**src/hdl/pvl_pkg.sv**
```systemverilog
// ----------------------------------------------------------------------------
// pvl_pkg
// Shared widths, codes and types for the packed value list.
// ----------------------------------------------------------------------------
package pvl_pkg;

    localparam int DEPTH_DEFAULT = 8;

    localparam int CMD_W    = 2;
    localparam int VALUE_W  = 32;
    localparam int STATUS_W = 3;
    localparam int INDEX_W  = 3;
    localparam int COUNT_W  = 4;

    typedef enum logic [CMD_W-1:0] {
        CMD_INSERT = 2'd0,
        CMD_DELETE = 2'd1,
        CMD_DUMP   = 2'd2
    } cmd_t;

    typedef enum logic [STATUS_W-1:0] {
        ST_DONE     = 3'd0,
        ST_FULL     = 3'd1,
        ST_EMPTY    = 3'd2,
        ST_NOTFOUND = 3'd3,
        ST_ENTRY    = 3'd4
    } status_t;

    // Operation broadcast to every cell of the chain
    typedef enum logic [1:0] {
        CELL_HOLD,
        CELL_INSERT,
        CELL_DELETE,
        CELL_ROTATE
    } cell_op_t;

    typedef struct packed {
        cell_op_t                   op;
        logic signed [VALUE_W-1:0]  key;
    } cell_ctl_t;

    // Where a cell sits relative to the current fill level
    typedef struct packed {
        logic occupied;   // position below count
        logic append;     // position equal to count
        logic tail;       // position equal to count - 1
    } slot_t;

endpackage

```
**src/hdl/pvl_cell.sv**
```systemverilog
// ----------------------------------------------------------------------------
// pvl_cell
// One list slot: holds a value, compares it with the key, takes the key on
// insert at the append slot and its upper neighbor's value on delete and on dump rotation (the tail takes the head's).
// ----------------------------------------------------------------------------
module pvl_cell import pvl_pkg::*;
(
    input  logic                       clk,
    input  cell_ctl_t                  ctl,
    input  slot_t                      slot,
    input  logic                       found_in,
    input  logic signed [VALUE_W-1:0]  upper_val,
    input  logic signed [VALUE_W-1:0]  head_val,
    output logic                       found_out,
    output logic signed [VALUE_W-1:0]  val
);

    logic signed [VALUE_W-1:0] val_reg;
    logic signed [VALUE_W-1:0] val_next;
    logic                      match;

    assign match     = slot.occupied && (val_reg == ctl.key);
    assign found_out = found_in || match;
    assign val       = val_reg;

    always_comb
    begin
        val_next = val_reg;
        case (ctl.op)
            CELL_INSERT:
            begin
                if (slot.append)
                    val_next = ctl.key;
            end
            CELL_DELETE:
            begin
                // close the gap at and above the first match
                if (found_out)
                    val_next = upper_val;
            end
            CELL_ROTATE:
            begin
                // the last occupied cell wraps the head around
                if (slot.tail)
                    val_next = head_val;
                else if (slot.occupied)
                    val_next = upper_val;
            end
            default: ;
        endcase
    end

    always_ff @(posedge clk)
    begin
        val_reg <= val_next;
    end

endmodule
```
**config.mk**
```make
export PLATFORM = sky130hd
export DESIGN_NAME = pvl_cell
export DESIGN_NICKNAME = d
export VERILOG_FILES = /design/src/hdl/pvl_pkg.sv /design/src/hdl/pvl_cell.sv
export SDC_FILE = /design/constraint.sdc
export NUM_CORES = 1
export LEC_CHECK = 0
export BUFFER_PORTS_ARGS = -buffer_cell sky130_fd_sc_hd__buf_2
export CORE_ASPECT_RATIO = 0.9
export CORE_MARGIN = 2
export CORE_UTILIZATION = 42
export CTS_BUF_LIST = sky130_fd_sc_hd__clkbuf_16
export CTS_CLUSTER_DIAMETER = 100
export DETAILED_ROUTE_END_ITERATION = 8
export GPL_TIMING_DRIVEN = 0
export PLACE_DENSITY_LB_ADDON = 0.12
export SYNTH_ARGS = -nofsm -noshare
export SYNTH_HDL_FRONTEND = slang
export SYNTH_SLANG_ARGS = --single-unit
export TNS_END_PERCENT = 20
```
**constraint.sdc**
```tcl
create_clock -name clk -period 3.9 [get_ports clk]
set_input_delay 0.78 -clock clk [delete_from_list [all_inputs] [get_ports clk]]
set_output_delay 0.78 -clock clk [all_outputs]
set_load 0.01 [all_outputs]
```
; Word-level counts from Yosys, hierarchy flattened
; Index checks and enable logic that the tools add are counted.
[word_totals]
register_bits = 32
in_bits = 103
output_inout_bits = 33
[op_classes]
n_eq_ne = 7
mux = 5
n_reduce_logical = 4
[op_table]
columns = op, n
row1 = $mux 32, 4
row2 = $pmux 32 s3, 1
row3 = $eq 32x32->1, 1
row4 = $eq 2x2->1 const B, 2
row5 = $ne 2x2->1 const B, 2
row6 = $reduce_and 4->1, 1
row7 = $ne 3x3->1 const B, 1
row8 = $reduce_bool 3->1, 1
row9 = $eq 2x1->1 const B, 1
row10 = $logic_and 1x1->1, 1
row11 = $logic_or 1x1->1, 1

; Longest topological paths before layout
[logic_depth]
ltp_word = 5
ltp_mapped = 5
depth_no_buf = 5

; Worst setup path before layout
; Ideal clock, no wire load.
[synth_timing]
kind = input to register
start = input port ctl[13] in the netlist's numbering
end = register val_reg[0], in the netlist val[0], enable pin
setup_time_ps = 425
arrival_time_ps = 2904
required_time_ps = 3475
setup_slack_ps = 571
stages = 5
path_buffers = 0
cell_sequence = xor2_1 nor4_1 and3_1 nand3_1 o21ai_1
[synth_via]
elab_chain_cells = 5
[synth_lines]
columns = element, line_no
row1 = "start, declared", pvl_cell.sv:9  ; input cell_ctl_t ctl,
row2 = $eq 32x32->1, pvl_cell.sv:22  ; assign match = slot.occupied && (val_reg == ctl.key);
row3 = $logic_and 1x1->1, pvl_cell.sv:22
row4 = $logic_or 1x1->1, pvl_cell.sv:23  ; assign found_out = found_in || match;
row5 = $ne 2x2->1 (no source line), -
row6 = $reduce_and 4->1 (no source line), -
row7 = "end signal, assigned", pvl_cell.sv:55  ; val_reg <= val_next;
row8 = "end, declared", pvl_cell.sv:18  ; logic signed [VALUE_W-1:0] val_reg;
; Every way passes these cells.
; A chain may end at the register's enable or synchronous reset.

; Final worst setup path
[layout_timing]
start = input port ctl[15] in the netlist's numbering
end = output port found_out
[layout_via]
elab_chain_cells = 3
[layout_lines]
columns = element, line_no
row1 = $eq 32x32->1, pvl_cell.sv:22
row2 = $logic_and 1x1->1, pvl_cell.sv:22
row3 = $logic_or 1x1->1, pvl_cell.sv:23
row4 = "end, declared", pvl_cell.sv:14  ; output logic found_out,
; Every way passes these cells.

==> summary.txt <==
Run
  • Max-cap check violation count: 0

CTS
  • CTS Buf Count: 5
  • PostCTS Resize Cnt: 0
  • CTS tree: built
  • Post-CTS clock slew at the launch and capture registers of the worst setup and hold paths: 50 ps
  • CTS Sinks: 32
  • Worst skew pair latency: 270 ps
  • Root buf cell: clkbuf_16
  • Hold_buf cts: 0
  • CTS Buffer Depth: 2
  • H-tree depth reported by CTS: 2
  • Buffers inserted by post-CTS timing repair: 0

Cells and area
  • Flip-flop count of the largest register, all copies and words added: 32
  • Fraction of final layout cells with drive strength greater than 1: 43.88%
  • Antenna diode instance count: 0
  • Layout net count: 437
  • Non-filler instance count after layout: 397
  • Synth-to-layout area growth: 46.14%
  • Final design utilization: 65.08%

Timing
  • Slew Limit Headroom: 58.33%
  • Post-route setup TNS: 0 ps
  • Worst-margin pin slew: 622.7 ps
  • Post-layout minimum cycle time: 2808 ps
  • Final setup vio count: 0
  • Upper clock frequency limit: 356.1 MHz
  • Number of failing hold endpoints at the final stage: 0
  • Setup repair after global routing missed its margin: false
  • Setup skew after layout: 2.923 ps
  • Final Cycle Share: 72.01%
  • Max-slew violation total from the final report: 0

Synthesis
  • Cell variety after synth: 22
  • Instance count of the mapped netlist: 191
  • Library cell with the largest summed area after synthesis: edfxtp_1
  • Average footprint of a synthesized cell: 10.53 um^2
  • Total standard cell area after synthesis: 2012 um^2
  • Number of nets produced by synthesis: 294
  • Warnings, synthesis: 0
  • Top cell type's share of synthesized area: 47.76%
  • Proportion of synthesized chip area in sequential cells: 47.76%
  • Top cells by area, synth: edfxtp_1 (48%), mux2i_1 (16%), xnor2_1 (12%)
  • Total of flip-flops plus latches after synthesis: 32

Placed design
  • Routability Congestion: 0.7900
  • Detail Placement HPWL: 4406 um
  • DP Cell Count: 389
  • Buffers on Ports: 135

Power and ir drop
  • Total design power: 1.094 mW
  • Power density relative to cell area: 372.1 nW/um^2
  • Leak Pwr: 1.427 nW
  • Worst supply voltage drop on vdd: 0.2384 mV

Drt
  • Detail-routed via count per cell: 4.851
  • DRC: 0
  • Detail-routed net length per standard cell: 13.77 um
  • Number of DRC markers after the initial detailed-route iteration: 69
  • First-pass iteration count of the detailed router: 4
  • Vias post-DR: 1926
  • ANT nets after route: 0
  • Total wire length: 5465 um

Setup path
  • Number of cells traversed by the worst register-to-register path: 6
  • Launch point of the worst reg-to-reg path: val[15]$_DFFE_PP_
  • Worst Setup Path Type: input pin to primary output
  • Category of the worst setup path capture point: primary output
  • Arrival time at the worst endpoint: 2030 ps
  • Endpoint of the most critical register-to-register path: val[16]$_DFFE_PP_
  • Largest fanout of any net on the critical path: 2
  • Required arrival time at the worst endpoint: 3120 ps
  • Worst-case register-to-register setup slack: 1500 ps
  • Critical Path Source Type: input pin

GRT
  • Antenna violations before repair: 0
  • Maximum number of pins on one net before global-route repair: 18
  • GRT Residual Overflow: 0
  • GR Util All Layers: 20.49%
  • Via count of the first global-routing pass: 1880
  • Global-route wire length before repair: 8825 um

Run status
  • Run status: completed

Die
  • Die height: 69.66 um
  • Horiz. Die Dim: 76.96 um
  • Die area: 5361 um^2
  • Number of top-level design ports: 136
  • Initial Util: 44.53%
  • Row Count: 23
  • Core outline area: 4518 um^2

Hold path
  • Start point of the worst hold path: ctl[10]
  • Destination of the worst hold path: val[10]$_DFFE_PP_
  • Class of the tightest hold or removal check: input pin to flip-flop
  • Number of stages on the worst hold path: 3
final cells by class:
class                   instances  area [um^2]
plain buffers                  10        50.05
clock buffers                   5        125.1
clock inverters                 3        11.26
fillers                       385         1578
inverters                       1        3.754
multi-input cells             148         1008
flip-flops and latches         32        960.9
well taps                      62        77.57
repair buffers                136        703.2
worst max-delay path by stage:
stage,from,end,slack [ps]
after floorplan,ctl[13],val[0]$_DFFE_PP_,570
final,ctl[15],found_out,1090
after CTS,ctl[15],found_out,1050
after global routing,ctl[15],found_out,1000
after detailed placement,ctl[15],val[3]$_DFFE_PP_,950
after global placement,ctl[15],val[6]$_DFFE_PP_,-520
cell usage after synthesis:
cell and instances:
xor2_1 4, o21ai_1 1, clkbuf_1 3, nor4_2 1, inv_1 1, nor2_1 33, nand4_1 6, nand2_1 2
a31oi_1 1, buf_1 3, and3_1 1, mux2i_1 32, edfxtp_1 32, buf_2 1, nand2b_1 1, a21oi_1 33
nor4_1 1, buf_4 3, o21ai_0 1, xnor2_1 28, nand3_1 2, nor3_1 1
through the flow:
stage	hold slack, ps	worst slack (ps)	area (um^2)
floorplan	1010	570.8	2012
global placement	1129	-523.5	2765
detailed placement	1137	950.0	2804
CTS	863.6	1051	2940
global route	873.8	995.5	2940
finish	867.9	1092	2940
layout by cell type, fill, tap and decap left out:
cell type	n
buf_16	1
o21ai_0	1
edfxtp_1	32
clkinv_1	1
mux2i_1	32
buf_1	3
a21oi_1	33
nor4_1	1
nand3_1	2
o21ai_4	1
a31oi_1	1
nand2b_1	1
and3_1	1
nor3_1	1
clkbuf_1	3
nor2_1	33
inv_1	3
xnor2_1	28
nand2_1	2
buf_4	3
xor2_1	4
nand4_1	6
nor4_2	1
buf_2	136
clkbuf_16	5
worst max-delay path, stage by stage:
cell and delay (ps):
buf_2 110, xnor2_1 250, nand4_1 150, nor3_1 280, nand3_1 210, nand2b_1 120
buf_2 130
routing by layer:
| layer | vias up | routed length, um | track usage, % |
|---|---|---|---|
| met1 | 866 | 2386 | 26.26 |
| met5 | - | 0 | 0 |
| met4 | 0 | 24 | 4.242 |
| li1 | 978 | - | - |
| met3 | 2 | 407 | 5.078 |
| met2 | 80 | 2645 | 35.09 |
power by group:
part | switching, mW | internal [mW] | total [mW]
logic | 0.137 | 0.138 | 0.274
registers | 0.0270 | 0.435 | 0.462
clock network | 0.129 | 0.229 | 0.358
kinds of logic (layout without fill, tap and decap cells):
logic type / after synthesis / in the layout / share of synthesized area (%)
buffers and inverters: 11 / 155 / 2.674
AO/OA/AOI/OAI: 36 / 36 / 9.017
XOR/XNOR: 32 / 32 / 13.93
flip-flops: 32 / 32 / 47.76
AND/OR/NAND/NOR: 48 / 48 / 10.70
multiplexers: 32 / 32 / 15.92
No activity file was read; power rests on OpenSTA's default activity.
